[config.mk]
export PLATFORM = sky130hd
export DESIGN_NAME = stuffed_info_frame_encoder
export DESIGN_NICKNAME = d
export VERILOG_FILES = /design/src/hdl/sief_pkg.sv /design/src/hdl/sief_front.sv /design/src/hdl/sief_queue.sv /design/src/hdl/sief_back.sv /design/src/hdl/stuffed_info_frame_encoder.sv
export SDC_FILE = /design/constraint.sdc
export NUM_CORES = 1
export LEC_CHECK = 0
export BUFFER_PORTS_ARGS = -buffer_cell sky130_fd_sc_hd__buf_2
export CORE_ASPECT_RATIO = 1.75
export CORE_UTILIZATION = 35
export CTS_BUF_LIST = sky130_fd_sc_hd__clkbuf_16
export CTS_CLUSTER_SIZE = 10
export DETAILED_ROUTE_END_ITERATION = 10
export PLACE_DENSITY_LB_ADDON = 0.15
export RECOVER_POWER = 50
export REMOVE_ABC_BUFFERS = 1
export SETUP_SLACK_MARGIN = 0.3
export SLEW_MARGIN = 20
export SYNTH_ARGS = -nofsm -noshare
export SYNTH_HDL_FRONTEND = slang
export SYNTH_SLANG_ARGS = --single-unit
[constraint.sdc]
create_clock -name i_clk -period 3.7 [get_ports i_clk]
set_input_delay 0.37 -clock i_clk [delete_from_list [all_inputs] [get_ports i_clk]]
set_output_delay 0.37 -clock i_clk [all_outputs]
set_load 0.05 [all_outputs]
[src/hdl/sief_pkg.sv]
`default_nettype none

package sief_pkg;

    localparam logic [7:0] FLAG_BYTE = 8'h7E;
    localparam logic [7:0] ESC_BYTE  = 8'h7D;
    localparam logic [7:0] ESC_XOR   = 8'h20;

    localparam int         CFG_IDX_W     = 2;
    localparam logic [1:0] CFG_ADDRESS   = 2'd0;
    localparam logic [1:0] CFG_CTRL_ZERO = 2'd1;
    localparam logic [1:0] CFG_CTRL_ONE  = 2'd2;

    localparam logic [7:0] RST_ADDRESS   = 8'd3;
    localparam logic [7:0] RST_CTRL_ZERO = 8'd0;
    localparam logic [7:0] RST_CTRL_ONE  = 8'd64;

    // One classified item as handed from the front to the back.
    typedef struct packed {
        logic       hdr;
        logic [7:0] addr;
        logic [7:0] ctrl;
        logic [7:0] data;
        logic       last;
        logic [7:0] check;
    } t_cmd;

    typedef struct packed {
        logic full;
        logic empty;
    } t_q_stat;

    typedef enum logic [3:0] {
        PH_NEW,
        PH_FLAG,
        PH_ADDR,
        PH_CTRL,
        PH_HCHK,
        PH_DATA,
        PH_DATA2,
        PH_CHK,
        PH_CHK2,
        PH_END
    } t_phase;

    function automatic logic needs_esc(input logic [7:0] b);
        return (b == FLAG_BYTE) || (b == ESC_BYTE);
    endfunction

endpackage

`default_nettype wire

[src/hdl/sief_front.sv]
`default_nettype none

module sief_front
    import sief_pkg::*;
(
    input  wire logic                 i_clk,
    input  wire logic                 i_rst_n,
    input  wire logic                 i_cfg_we,
    input  wire logic [CFG_IDX_W-1:0] i_cfg_idx,
    input  wire logic [7:0]           i_cfg_data,
    input  wire logic                 i_accept,
    input  wire logic [7:0]           i_data_byte,
    input  wire logic                 i_frame_number,
    input  wire logic                 i_last_byte,
    output t_cmd                      o_cmd
);

    logic [7:0] r_address;
    logic [7:0] r_ctrl_zero;
    logic [7:0] r_ctrl_one;
    logic       r_inside;
    logic [7:0] r_check;
    logic [7:0] check_sum;

    always_ff @(posedge i_clk) begin
        if (!i_rst_n) begin
            r_address   <= RST_ADDRESS;
            r_ctrl_zero <= RST_CTRL_ZERO;
            r_ctrl_one  <= RST_CTRL_ONE;
        end else if (i_cfg_we) begin
            unique case (i_cfg_idx)
                CFG_ADDRESS:   r_address   <= i_cfg_data;
                CFG_CTRL_ZERO: r_ctrl_zero <= i_cfg_data;
                CFG_CTRL_ONE:  r_ctrl_one  <= i_cfg_data;
                default: ;
            endcase
        end
    end

    // Start a fresh check at a frame's first byte.
    assign check_sum = (r_inside ? r_check : 8'd0) ^ i_data_byte;

    always_ff @(posedge i_clk) begin
        if (!i_rst_n) begin
            r_inside <= 1'b0;
            r_check  <= 8'd0;
        end else if (i_accept) begin
            r_inside <= !i_last_byte;
            r_check  <= i_last_byte ? 8'd0 : check_sum;
        end
    end

    always_comb begin
        o_cmd.hdr   = !r_inside;
        o_cmd.addr  = r_address;
        o_cmd.ctrl  = i_frame_number ? r_ctrl_one : r_ctrl_zero;
        o_cmd.data  = i_data_byte;
        o_cmd.last  = i_last_byte;
        o_cmd.check = check_sum;
    end

endmodule

`default_nettype wire

[src/hdl/sief_queue.sv]
`default_nettype none

module sief_queue
    import sief_pkg::*;
#(
    parameter int DEPTH = 4
) (
    input  wire logic i_clk,
    input  wire logic i_rst_n,
    input  wire logic i_wr,
    input  wire t_cmd i_cmd,
    input  wire logic i_rd,
    output t_cmd      o_cmd,
    output t_q_stat   o_stat
);

    localparam int PTR_W = $clog2(DEPTH);
    localparam int CNT_W = $clog2(DEPTH + 1);
    localparam logic [CNT_W-1:0] FULL_CNT = CNT_W'(DEPTH);
    localparam logic [PTR_W-1:0] LAST_PTR = PTR_W'(DEPTH - 1);

    t_cmd             r_mem [DEPTH];
    t_cmd             r_head;
    logic [PTR_W-1:0] r_wr_ptr;
    logic [PTR_W-1:0] r_rd_ptr;
    logic [PTR_W-1:0] n_rd_ptr;
    logic [CNT_W-1:0] r_cnt;
    logic             do_wr;
    logic             do_rd;

    assign do_wr = i_wr && (r_cnt != FULL_CNT);
    assign do_rd = i_rd && (r_cnt != '0);

    always_comb begin
        n_rd_ptr = r_rd_ptr;
        if (do_rd) begin
            n_rd_ptr = (r_rd_ptr == LAST_PTR) ? '0 : r_rd_ptr + 1'b1;
        end
    end

    always_ff @(posedge i_clk) begin
        if (do_wr) begin
            r_mem[r_wr_ptr] <= i_cmd;
        end
    end

    // Load the next head; take the incoming item when it lands in the head slot.
    always_ff @(posedge i_clk) begin
        if (do_wr && (r_wr_ptr == n_rd_ptr)) begin
            r_head <= i_cmd;
        end else begin
            r_head <= r_mem[n_rd_ptr];
        end
    end

    always_ff @(posedge i_clk) begin
        if (!i_rst_n) begin
            r_wr_ptr <= '0;
            r_rd_ptr <= '0;
            r_cnt    <= '0;
        end else begin
            if (do_wr) begin
                r_wr_ptr <= (r_wr_ptr == LAST_PTR) ? '0 : r_wr_ptr + 1'b1;
            end
            r_rd_ptr <= n_rd_ptr;
            if (do_wr && !do_rd) begin
                r_cnt <= r_cnt + 1'b1;
            end else if (do_rd && !do_wr) begin
                r_cnt <= r_cnt - 1'b1;
            end
        end
    end

    assign o_cmd  = r_head;
    assign o_stat = '{full: (r_cnt == FULL_CNT), empty: (r_cnt == '0)};

endmodule

`default_nettype wire

[src/hdl/sief_back.sv]
`default_nettype none

module sief_back
    import sief_pkg::*;
(
    input  wire logic       i_clk,
    input  wire logic       i_rst_n,
    input  wire t_cmd       i_cmd,
    input  wire logic       i_cmd_empty,
    output logic            o_cmd_done,
    output logic            o_empty,
    input  wire logic       i_pop,
    output logic [7:0]      o_out_byte,
    output logic            o_frame_end,
    output logic            o_last_of_run
);

    t_phase     r_phase;
    t_phase     n_phase;
    t_phase     cur;
    logic       r_valid;
    logic [7:0] r_byte;
    logic       r_end;
    logic       r_last;
    logic       advance;
    logic       emit;
    logic [7:0] byte_v;
    logic       end_v;
    logic       done_v;
    t_phase     after;

    assign advance = !r_valid || i_pop;
    assign emit    = advance && !i_cmd_empty;

    always_comb begin
        cur = r_phase;
        if (r_phase == PH_NEW) begin
            cur = i_cmd.hdr ? PH_FLAG : PH_DATA;
        end
    end

    always_comb begin
        byte_v = FLAG_BYTE;
        end_v  = 1'b0;
        done_v = 1'b0;
        after  = PH_NEW;
        unique case (cur)
            PH_FLAG: begin
                byte_v = FLAG_BYTE;
                after  = PH_ADDR;
            end
            PH_ADDR: begin
                byte_v = i_cmd.addr;
                after  = PH_CTRL;
            end
            PH_CTRL: begin
                byte_v = i_cmd.ctrl;
                after  = PH_HCHK;
            end
            PH_HCHK: begin
                byte_v = i_cmd.addr ^ i_cmd.ctrl;
                after  = PH_DATA;
            end
            PH_DATA: begin
                if (needs_esc(i_cmd.data)) begin
                    byte_v = ESC_BYTE;
                    after  = PH_DATA2;
                end else begin
                    byte_v = i_cmd.data;
                    after  = i_cmd.last ? PH_CHK : PH_NEW;
                    done_v = !i_cmd.last;
                end
            end
            PH_DATA2: begin
                byte_v = i_cmd.data ^ ESC_XOR;
                after  = i_cmd.last ? PH_CHK : PH_NEW;
                done_v = !i_cmd.last;
            end
            PH_CHK: begin
                if (needs_esc(i_cmd.check)) begin
                    byte_v = ESC_BYTE;
                    after  = PH_CHK2;
                end else begin
                    byte_v = i_cmd.check;
                    after  = PH_END;
                end
            end
            PH_CHK2: begin
                byte_v = i_cmd.check ^ ESC_XOR;
                after  = PH_END;
            end
            PH_END: begin
                byte_v = FLAG_BYTE;
                end_v  = 1'b1;
                done_v = 1'b1;
                after  = PH_NEW;
            end
            default: begin
                after = PH_NEW;
            end
        endcase
    end

    always_comb begin
        n_phase = r_phase;
        if (emit) begin
            n_phase = after;
        end
    end

    always_ff @(posedge i_clk) begin
        if (!i_rst_n) begin
            r_phase <= PH_NEW;
            r_valid <= 1'b0;
        end else begin
            r_phase <= n_phase;
            if (advance) begin
                r_valid <= !i_cmd_empty;
            end
        end
    end

    // Hold the shown byte until it is taken.
    always_ff @(posedge i_clk) begin
        if (emit) begin
            r_byte <= byte_v;
            r_end  <= end_v;
            r_last <= done_v;
        end
    end

    assign o_cmd_done    = emit && done_v;
    assign o_empty       = !r_valid;
    assign o_out_byte    = r_byte;
    assign o_frame_end   = r_end;
    assign o_last_of_run = r_last;

endmodule

`default_nettype wire

[src/hdl/stuffed_info_frame_encoder.sv]
// The first byte caused by an item passes the queue head register, then the output
// register, before it is shown. The back sequencer shows one output byte per cycle
// while the receiver pops and an item waits; an item causes 1 or 2 bytes of plain
// payload, up to 9 for a single-byte frame. The front takes one item per cycle while
// the command queue has room. Reset (synchronous, active low) closes any open frame,
// empties the queue and the output register, and loads the register defaults.
`default_nettype none

module stuffed_info_frame_encoder
    import sief_pkg::*;
#(
    parameter int QUEUE_DEPTH = 4
) (
    input  wire logic                 i_clk,
    input  wire logic                 i_rst_n,
    input  wire logic                 i_cfg_we,
    input  wire logic [CFG_IDX_W-1:0] i_cfg_idx,
    input  wire logic [7:0]           i_cfg_data,
    input  wire logic                 push,
    output logic                      full,
    input  wire logic [7:0]           i_data_byte,
    input  wire logic                 i_frame_number,
    input  wire logic                 i_last_byte,
    output logic                      empty,
    input  wire logic                 pop,
    output logic [7:0]                o_out_byte,
    output logic                      o_frame_end,
    output logic                      o_last_of_run
);

    t_cmd    front_cmd;
    t_cmd    head_cmd;
    t_q_stat q_stat;
    logic    accept;
    logic    cmd_done;

    assign accept = push && !q_stat.full;
    assign full   = q_stat.full;

    sief_front u_front (
        .i_clk          (i_clk),
        .i_rst_n        (i_rst_n),
        .i_cfg_we       (i_cfg_we),
        .i_cfg_idx      (i_cfg_idx),
        .i_cfg_data     (i_cfg_data),
        .i_accept       (accept),
        .i_data_byte    (i_data_byte),
        .i_frame_number (i_frame_number),
        .i_last_byte    (i_last_byte),
        .o_cmd          (front_cmd)
    );

    sief_queue #(
        .DEPTH (QUEUE_DEPTH)
    ) u_queue (
        .i_clk   (i_clk),
        .i_rst_n (i_rst_n),
        .i_wr    (accept),
        .i_cmd   (front_cmd),
        .i_rd    (cmd_done),
        .o_cmd   (head_cmd),
        .o_stat  (q_stat)
    );

    sief_back u_back (
        .i_clk         (i_clk),
        .i_rst_n       (i_rst_n),
        .i_cmd         (head_cmd),
        .i_cmd_empty   (q_stat.empty),
        .o_cmd_done    (cmd_done),
        .o_empty       (empty),
        .i_pop         (pop),
        .o_out_byte    (o_out_byte),
        .o_frame_end   (o_frame_end),
        .o_last_of_run (o_last_of_run)
    );

endmodule

`default_nettype wire

-- Word-level counts from Yosys, hierarchy flattened
Memories as Yosys holds them, arrays and structs flattened. A register that Yosys moved wholly into a read port is not among the register bits.
Index checks and enable logic that the tools add are counted.
- bitwise logic cells: 4
- add/subtract/negate cells: 4
- reductions and logical operators: 26
- equal/unequal tests: 19
- muxes and demuxes: 22
- operators with widths (operator ; count):
    case mux 8 bit (7 select lines) ; 1
    two-way mux 8 bit ; 5
    == test 8 x 7 -> 1 bit (second input constant) ; 4
    case mux 4 bit (8 select lines) ; 1
    == test 4 x 3 -> 1 bit (second input constant) ; 4
    bitwise XOR 8 bit ; 2
    two-way mux 3 bit ; 4
    == test 4 x 2 -> 1 bit (second input constant) ; 2
    == test 4 bit (second input constant) ; 2
    logical NOT 1 bit ; 8
    two-way mux 4 bit ; 2
    logical AND 1 bit ; 7
    == test 2 bit (second input constant) ; 3
    two-way mux 2 bit ; 3
    AND reduction 2 bit ; 3
    two-way mux 1 bit ; 5
    adder 2 x 1 -> 2 bit (second input constant) ; 2
    == test 4 x 1 -> 1 bit (second input constant) ; 1
    logical NOT 4 bit ; 1
    adder 3 x 1 -> 3 bit (second input constant) ; 1
    == test 3 bit (second input constant) ; 1
    logical NOT 3 bit ; 1
    logical OR 1 bit ; 3
    != test 3 bit (second input constant) ; 1
    7 further kinds ; 8
- bits in writable memories: 136
- register bits after elaboration: 55
- input port bits: 25
- memories: 1
- output and inout bits: 12
- memories (memory ; depth ; width ; read ports ; clocked after memory_dff ; wr ports ; line ; text):
    u_queue.r_mem ; 4 ; 34 ; 1 ; 1 ; 1 ; sief_queue.sv:22 ; t_cmd r_mem [DEPTH];

-- Depth between registers and ports, before layout
Gate-level depths: netlist (run 1).
- depth after elaboration: 9
- gate-level depth with buffers: 15
- gate-level depth less buffers: 12

-- Hierarchy
A second synthesis (run 1) with hierarchy kept.
- cell total of the unflattened synthesis: 541
- area total of the unflattened synthesis: 8379.3 sq um
- modules (own cells, without submodules) (module ; cells each ; seq. area each (sq um) ; instances ; area each (sq um)):
    sief_queue ; 226 ; 4264.1 ; 1 ; 5420.2
    sief_front ; 165 ; 660.6 ; 1 ; 1651.6
    sief_back ; 149 ; 400.4 ; 1 ; 1293.7
    stuffed_info_frame_encoder ; 1 ; 0.0 ; 1 ; 13.8

-- Worst setup path before layout (run 1)
Ideal clock, no wire load.
- path type: flip-flop to flip-flop
- start: register u_queue.r_cnt[0]
- end: register u_queue.r_cnt[2]
- cell stages (with the launch flop): 11
- slack: 0.575 ns
- required time: 3.624 ns
- library setup time: 0.076 ns
- data arrival time: 3.049 ns
- clock period less this slack: 3.125 ns
- cell sequence: dfxtp_1 > nor3b_1 > nand2b_1 > inv_1 > clkbuf_1 > ha_1 > inv_1 > fa_1 > xor2_1 > or3_1 > a21boi_0
- elaborated cells on any way between the ends: 20
- those cells by class: add/sub: 2; eq/ne: 2; mux: 2; reduce/logical: 14
- RTL lines (item ; line ; text):
    start: declaration ; sief_queue.sv:27 ; logic [CNT_W-1:0] r_cnt;
    start signal: assignment ; sief_queue.sv:67 ; r_cnt <= r_cnt + 1'b1;
    start signal: assignment ; sief_queue.sv:69 ; r_cnt <= r_cnt - 1'b1;
    == test 3 bit * ; sief_queue.sv:75 ; assign o_stat = '{full: (r_cnt == FULL_CNT), empty: (r_cnt == '0)};
    net full ; stuffed_info_frame_encoder.sv:20 ; output logic full,
    logical NOT 1 bit * ; stuffed_info_frame_encoder.sv:37 ; assign accept = push && !q_stat.full;
    logical AND 1 bit * ; stuffed_info_frame_encoder.sv:37 ;
    net accept ; stuffed_info_frame_encoder.sv:34 ; logic accept;
    logical AND 1 bit * ; sief_queue.sv:31 ; assign do_wr = i_wr && (r_cnt != FULL_CNT);
    logical NOT 1 bit ; sief_queue.sv:68 ; end else if (do_rd && !do_wr) begin
    logical AND 1 bit ; sief_queue.sv:68 ;
    nonzero test 2 bit (no line) ; -- ;
The timed path passes the listed nets; every way through them passes the cells marked *. The select of a mux whose other input is x is not followed.
A chain may end at the register's enable or synchronous reset.

==> results.md, run 1 <==
* Register area at 5328 um2
* Tmin final at 3.205 ns
* Die area at 24170 um2
* Layout area overhead at 12.79%
* Main flop type after synthesis: edfxtp_1
* Io pins at 37
* Final #Nets at 614
* Synth Area per Inst at 15.39 um2
* Antenna viol nets, final at 0
* Post-CTS Hold Buffers at 0
* H-tree depth at 4
* Die Wd at 118.0 um
* Clk Tree Root Cell: clkbuf_16
* Vias in the first global route at 4736
* CTS Buffer Depth at 2
* Ys async rst share at 0
* RSZ-0062 raised after global routing: no
* Routability congestion estimate at 0.8313
* Total of max-cap violations at 1
* Die height at 204.9 um
* Synthesized instance count at 535
* Static leakage at 0.003108 uW
* 1st-pass router iterations at 4
* Synth Area in Compound Gates at 0.05986
* Status: complete, but fails checks
* Post-synthesis mux area share at 0.1477
* Largest net degree at the start of global routing at 48
* Rel. slew slack at -0.4464
* DR DRC count at 0
* Crit Path Category: flip-flop to flip-flop
* FF-to-FF path depth at 12
* Slack of the worst reg-to-reg path at 0.49 ns
* Drt initial violations at 234
* Clock buffer count from CTS at 17
* Mapped Area at 8235 um2
* HP Class: primary input to flip-flop
* Post-CTS setup buffers at 0
* Hold path start: i_cfg_data[6]
* Worst EP required at 4.05 ns
* WHS Path Cells at 3
* Fin crit share at 0.8663
* Max Freq at 0.3120 GHz
* DR vias/cell at 5.011
* Share of cells above drive strength 1 at 0.1731
* Pwr per Cell Area at 646.6 nW/um2
* Synth warnings at 0
* Synth cell types at 62
* Hold Violations, Final at 0
* Via count at 4485
* Std-Cell Rows at 73
* RR Endpoint: u_queue.r_cnt[2]
* DP HPWL at 12670 um
* Clock latency reported for the late side of the worst-skew pair at 0.43 ns
* WL per Instance at 19.95 um
* VDD IR max at 0.3673 mV
* Cell Count, Final, Fillers Out at 895
* Grt total ovfl at 0
* Clock skew at 0.008212 ns
* Main combinational cell family by area after synthesis: multiplexers
* Endpoints failing setup at 0
* Slew @ Worst Pin at 2.170 ns
* Slew Limit Fails at 48
* Failing checks: capacitance limit, slew limit
* Number of port buffers at 36
* CTS sink count at 193
* Register area share after synthesis at 0.6466
* Number of synthesized flops with an enable pin at 146
* First-pass GRT wire length at 27680 um
* Simple-gate share of the synthesized area at 0.08554
* Adder-Cell Fraction of Synth Area at 0.01155
* #FFs+latches synth at 193
* Area of the multi-input gates at 2704 um2
* Total GRT Usage at 0.1584
* WHS Endpoint: u_front.r_ctrl_one[6]
* Total Power Consumption at 6006 uW
* Initial antenna violation count at 0
* Post-synthesis xor/xnor area fraction at 0.02233
* Placed Cells at 863
* Core region area at 22930 um2
* Initial Utilization at 0.3592
* Worst-path fanout max at 6
* Ant diodes at 0
* Drt total wl at 17860 um
* Critical path capture point type: flip-flop
* CP Launch Type: flip-flop
* Filler Cell Count at 2106
* Reg clk slew, reported paths at 0.07 ns
* CTS tree: built
* Data arrival, critical path at 3.55 ns
-- what timing repair did --
action                     CTS  global route
gates resized for setup      1             2
pin swaps                    0             1
setup endpoints to repair    1             1
cloned                       0             0
-- power breakdown --
group | switching, uW | total (uW) | leakage (uW) | internal, uW
registers | 135 | 2790 | 0.00173 | 2650
logic | 993 | 1530 | 0.00112 | 541
clock network | 819 | 1680 | 0.000260 | 865
total | 1950 | 6010 | 0.00311 | 4060
-- layer usage --
| layer | wire, um | global-route usage | part of all wire |
|---|---|---|---|
| met4 | 490 | 0.07143 | 0.027 |
| met5 | 0 | 0 | 0 |
| met1 | 6878 | 0.1622 | 0.39 |
| met3 | 487 | 0.03563 | 0.027 |
| met2 | 10000 | 0.3023 | 0.56 |
-- registers in the layout (all words and copies together) (netlist names), named ones only --
signal                cells
u_back.o_frame_end        1
u_queue.r_rd_ptr          2
u_back.r_phase            4
u_queue.r_mem           136
u_front.r_ctrl_zero       8
u_front.r_address         8
u_front.r_ctrl_one        8
u_back.o_last_of_run      1
u_front.r_inside          1
u_queue.r_wr_ptr          2
u_back.r_valid            1
u_front.r_check           8
u_queue.r_cnt             3
u_back.o_out_byte         8
-- critical path: stages, from the launching register on --
cell and delay (ns):
dfxtp_2 0.43, mux4_1 0.63, xnor2_1 0.19, nor3_4 0.24
a2bb2oi_2 0.10, and2_4 0.19, inv_1 0.05, ha_1 0.17
inv_1 0.06, fa_1 0.38, xor2_1 0.18, or3_1 0.30
a21boi_0 0.20
-- cell usage in the layout, fill, tap and decap left out, types with 7 or more instances in the layout --
cell type,Yosys,layout
clkbuf_1,17,22
a21oi_1,10,10
nor2_1,18,18
mux2_1,0,8
mux4_1,7,7
buf_2,3,15
nand3b_1,11,11
mux2i_1,36,36
mux4_2,23,23
nand2b_1,10,10
dfxtp_1,47,45
clkbuf_16,0,17
nor2b_1,26,26
a21boi_0,12,12
buf_4,2,19
nand2_1,39,39
xnor2_1,18,18
edfxtp_1,146,146
inv_1,9,9
-- synth_stat cells, types with 3 or more instances --
library cell    n  area, um2
nand2_1        39      146.4
clkbuf_1       17      63.81
nand2b_1       10      62.56
and2_1          5      31.28
xnor2_1        18      157.7
nand3_1         3      15.01
a21oi_1        10      50.05
o21ai_0         6      30.03
a22oi_1         4      30.03
mux4_2         23      518.0
buf_12          3      60.06
xor2_1          3      26.28
dfxtp_1        47      940.9
a21boi_0       12      90.09
o21ai_1         3      15.01
nor2b_1        26      162.7
mux2_2         11      123.9
buf_2           3      15.01
a211o_1         4      35.03
ha_1            6      75.07
inv_1           9      33.78
edfxtp_1      146       4384
mux2i_1        36      360.4
nand3b_1       11      82.58
o21a_1          3      22.52
nor3_1          6      30.03
nor2_1         18      67.56
mux4_1          7      183.9
-- kinds of logic (layout without fill, tap and decap cells) --
family	after synthesis	in the layout
XOR/XNOR	21	21
AO/OA/AOI/OAI	66	66
adder cells (fa/ha/maj)	7	7
AND/OR/NAND/NOR	131	131
buffers and inverters	38	98
multiplexers	79	79
flip-flops	193	193
-- layout make-up --
type                            instances  share of cell area
Multi-Input combinational cell        304              0.2911
Timing Repair Buffer                   57             0.03394
Clock inverter                         15             0.01158
Clock buffer                           17             0.04580
Sequential cell                       193              0.5735
Tap cell                              300             0.04041
Inverter                                9            0.003637
-- how the worst max path moves through the flow --
stage               startpoint               end  slack [ns]  cells past startpoint
finish               flip-flop  u_queue.r_cnt[2]        0.49                     12
global route         flip-flop  u_queue.r_cnt[2]        0.32                     12
floorplan            flip-flop  u_queue.r_cnt[2]       -0.45                     12
detailed placement   flip-flop  u_queue.r_cnt[2]        0.30                     13
CTS                  flip-flop  u_queue.r_cnt[2]        0.37                     13
global placement     flip-flop  u_queue.r_cnt[2]        0.44                     13
-- stage by stage --
stage / cell area (um2) / util / hold slack, ns / TNS (ns) / worst slack [ns]
final: 9289 / 0.4052 / 0.1879 / 0 / 0.4945
after global routing: 9289 / 0.4052 / 0.1841 / 0 / 0.3196
after CTS: 9309 / 0.4060 / 0.1675 / 0 / 0.3706
after detailed placement: 8772 / 0.3826 / 0.4585 / 0 / 0.2958
after global placement: 8772 / 0.3826 / 0.4502 / 0 / 0.4410
after floorplan: 8051 / - / 0.4319 / -0.5750 / -0.4541
(Power assumes the default switching activity.)
==> run 2, diff against run 1 <==
- CELL_PAD_IN_SITES_DETAIL_PLACEMENT: unset -> 0
- CELL_PAD_IN_SITES_GLOBAL_PLACEMENT: unset -> 1
==> run 2 against run 1 <==
Net effect: the flow still finishes with violations (capacitance limit, slew limit); sequential share of layout area shrank 0.17 points; power grew 2.9%; wire length grew 2.3%; clock skew shrank 0.0013 ns; sequential cell count is the same; critical path type unchanged; hold slack lost 0.0041 ns; maximum frequency grew 0.46%; cell area grew 0.34%; global-route usage grew 0.34 points.
==> results.md, run 2 (synthesis results as in run 1) <==
* Layout area overhead at 13.17%
* DP HPWL at 12360 um
* Critical path capture point type: flip-flop
* FF-to-FF path depth at 12
* Largest register FFs at 136
* Pwr per Cell Area at 663.4 nW/um2
* Reg clk slew, reported paths at 0.07 ns
* Worst Hold Margin at 0.1838 ns
* Commonest non-fill, non-tap cell in the layout: edfxtp_1
* Slowest stage delay, CP at 0.61 ns
* Clock buffer count from CTS at 17
* Routability congestion estimate at 0.8237
* Worst EP required at 4.06 ns
* Tmin final at 3.191 ns
* Slew Limit Fails at 48
* Final Cell Area at 9320 um2
* Crit path max-delay family: simple AND/OR/NAND/NOR gates
* Drt initial violations at 171
* Vias in the first global route at 4890
* Initial antenna violation count at 0
* Most flop-heavy register: u_queue.r_mem
* Hold path start: i_cfg_data[1]
* VDD IR max at 0.3222 mV
* Hold Violations, Final at 0
* CP max stage cell: mux4_1
* Rel. slew slack at -0.4309
* Slack of the worst reg-to-reg path at 0.51 ns
* CP Launch Type: flip-flop
* Most frequent cells in the layout: 146 x edfxtp_1, 45 x dfxtp_1, 39 x nand2_1
* Core region area at 22930 um2
* Initial Utilization at 0.3592
* Crit Path Category: flip-flop to flip-flop
* Worst-path fanout max at 9
* Final #Nets at 611
* Failing checks: capacitance limit, slew limit
* Crit path to: u_queue.r_cnt[2]
* Antenna viol nets, final at 0
* WP buf/inv at 2
* TNS Setup at 0 ns
* DR vias/cell at 5.076
* Grt total ovfl at 0
* Total GRT Usage at 0.1617
* 1st-pass router iterations at 5
* PnR worst setup slack at 0.5092 ns
* Crit path cell chain: mux4_1 -> xnor2_1 -> nor3_2 -> a2bb2oi_2 -> and2_4 -> inv_1 -> ha_1 -> inv_1 -> fa_1 -> xor2_1 -> or3_1 -> a21boi_0
* Drt total wl at 18260 um
* RSZ-0062 raised after global routing: no
* First-pass GRT wire length at 28410 um
* Std-Cell Rows at 73
* Endpoints failing setup at 0
* CTS sink count at 193
* Number of port buffers at 36
* Die Wd at 118.0 um
* DR DRC count at 0
* Data arrival, critical path at 3.56 ns
* RR Endpoint: u_queue.r_cnt[2]
* CTS tree: built
* WL per Instance at 20.49 um
* Status: complete, but fails checks
* HP Class: primary input to flip-flop
* Io pins at 37
* Clk Tree Root Cell: clkbuf_16
* Final core occ at 0.4065
* Cell depth of the worst setup path at 12
* Via count at 4523
* Die area at 24170 um2
* Most frequent CP cell: inv_1
* Clock skew at 0.006961 ns
* H-tree depth at 4
* Worst slack at placement at 0.3124 ns
* Ant diodes at 0
* Die height at 204.9 um
* Share of cells above drive strength 1 at 0.1675
* Max Freq at 0.3134 GHz
* Static leakage at 0.003119 uW
* Slew @ Worst Pin at 2.146 ns
* WHS Path Cells at 3
* CTS Buffer Depth at 2
* Placed Area at 8727 um2
* Total of max-cap violations at 1
* Filler Cell Count at 2088
* Largest net degree at the start of global routing at 48
* Fin crit share at 0.8624
* Clock latency reported for the late side of the worst-skew pair at 0.44 ns
## run 2: cell count changes in the layout (fill, tap and decap cells not counted), moves of 2 or more
cell / previous run / this run
buf_4: 19 / 17
bufinv_16: 0 / 3
clkinv_2: 3 / 1
inv_1: 9 / 11
inv_6: 6 / 2
## run 2: worst register-to-register path: stages (launching register included)
cell and delay [ns]:
dfxtp_4 0.43, mux4_1 0.62, xnor2_1 0.16, nor3_2 0.24, a2bb2oi_2 0.12, and2_4 0.20
inv_1 0.06, ha_1 0.18, inv_1 0.07, fa_1 0.38, xor2_1 0.18, or3_1 0.32
a21boi_0 0.16
## run 2: power by group
part,switching (uW),internal (uW)
clock network,794,1060
logic,999,543
registers,136,2650
## run 2: worst min path at each step
| stage | to | slack (ns) |
|---|---|---|
| after detailed placement | u_front.r_check[0] | 0.46 |
| final | u_front.r_address[1] | 0.18 |
| after global placement | u_front.r_ctrl_one[6] | 0.45 |
| after floorplan | u_front.r_address[0] | 0.43 |
| after CTS | u_front.r_address[1] | 0.16 |
| after global routing | u_front.r_address[1] | 0.18 |
## run 2: per-stage QoR
stage	instances	total power [uW]
floorplan	506	3886
global placement	857	4385
detailed placement	857	4404
CTS	888	6279
global route	891	6482
finish	891	6183
## run 2: area by class of cell
cell class	instances	area, um2	share of cell area
flip-flops and latches	193	5330	0.5719
multi-input cells	304	2698	0.2894
clock buffers	17	425.4	0.04564
well taps	300	375.4	0.04027
repair buffers	54	292.8	0.03141
clock inverters	14	165.2	0.01772
inverters	9	33.78	0.003625
## run 2: what timing repair did
item                                   in CTS  in global routing
endpoints found under the hold margin       0                  0
gates resized for setup                     1                  1
hold buffers                                0                  0
setup endpoints to repair                   1                  1
setup buffers                               0                  3
pin swaps                                   0                  1
## run 2: layer usage
layer / global-route usage / up-vias / wire (um)
met5: 0 / - / 0
met4: 0.07555 / 0 / 471
met3: 0.02895 / 33 / 410
met2: 0.3195 / 76 / 10440
met1: 0.1602 / 2294 / 6939
li1: - / 2120 / -
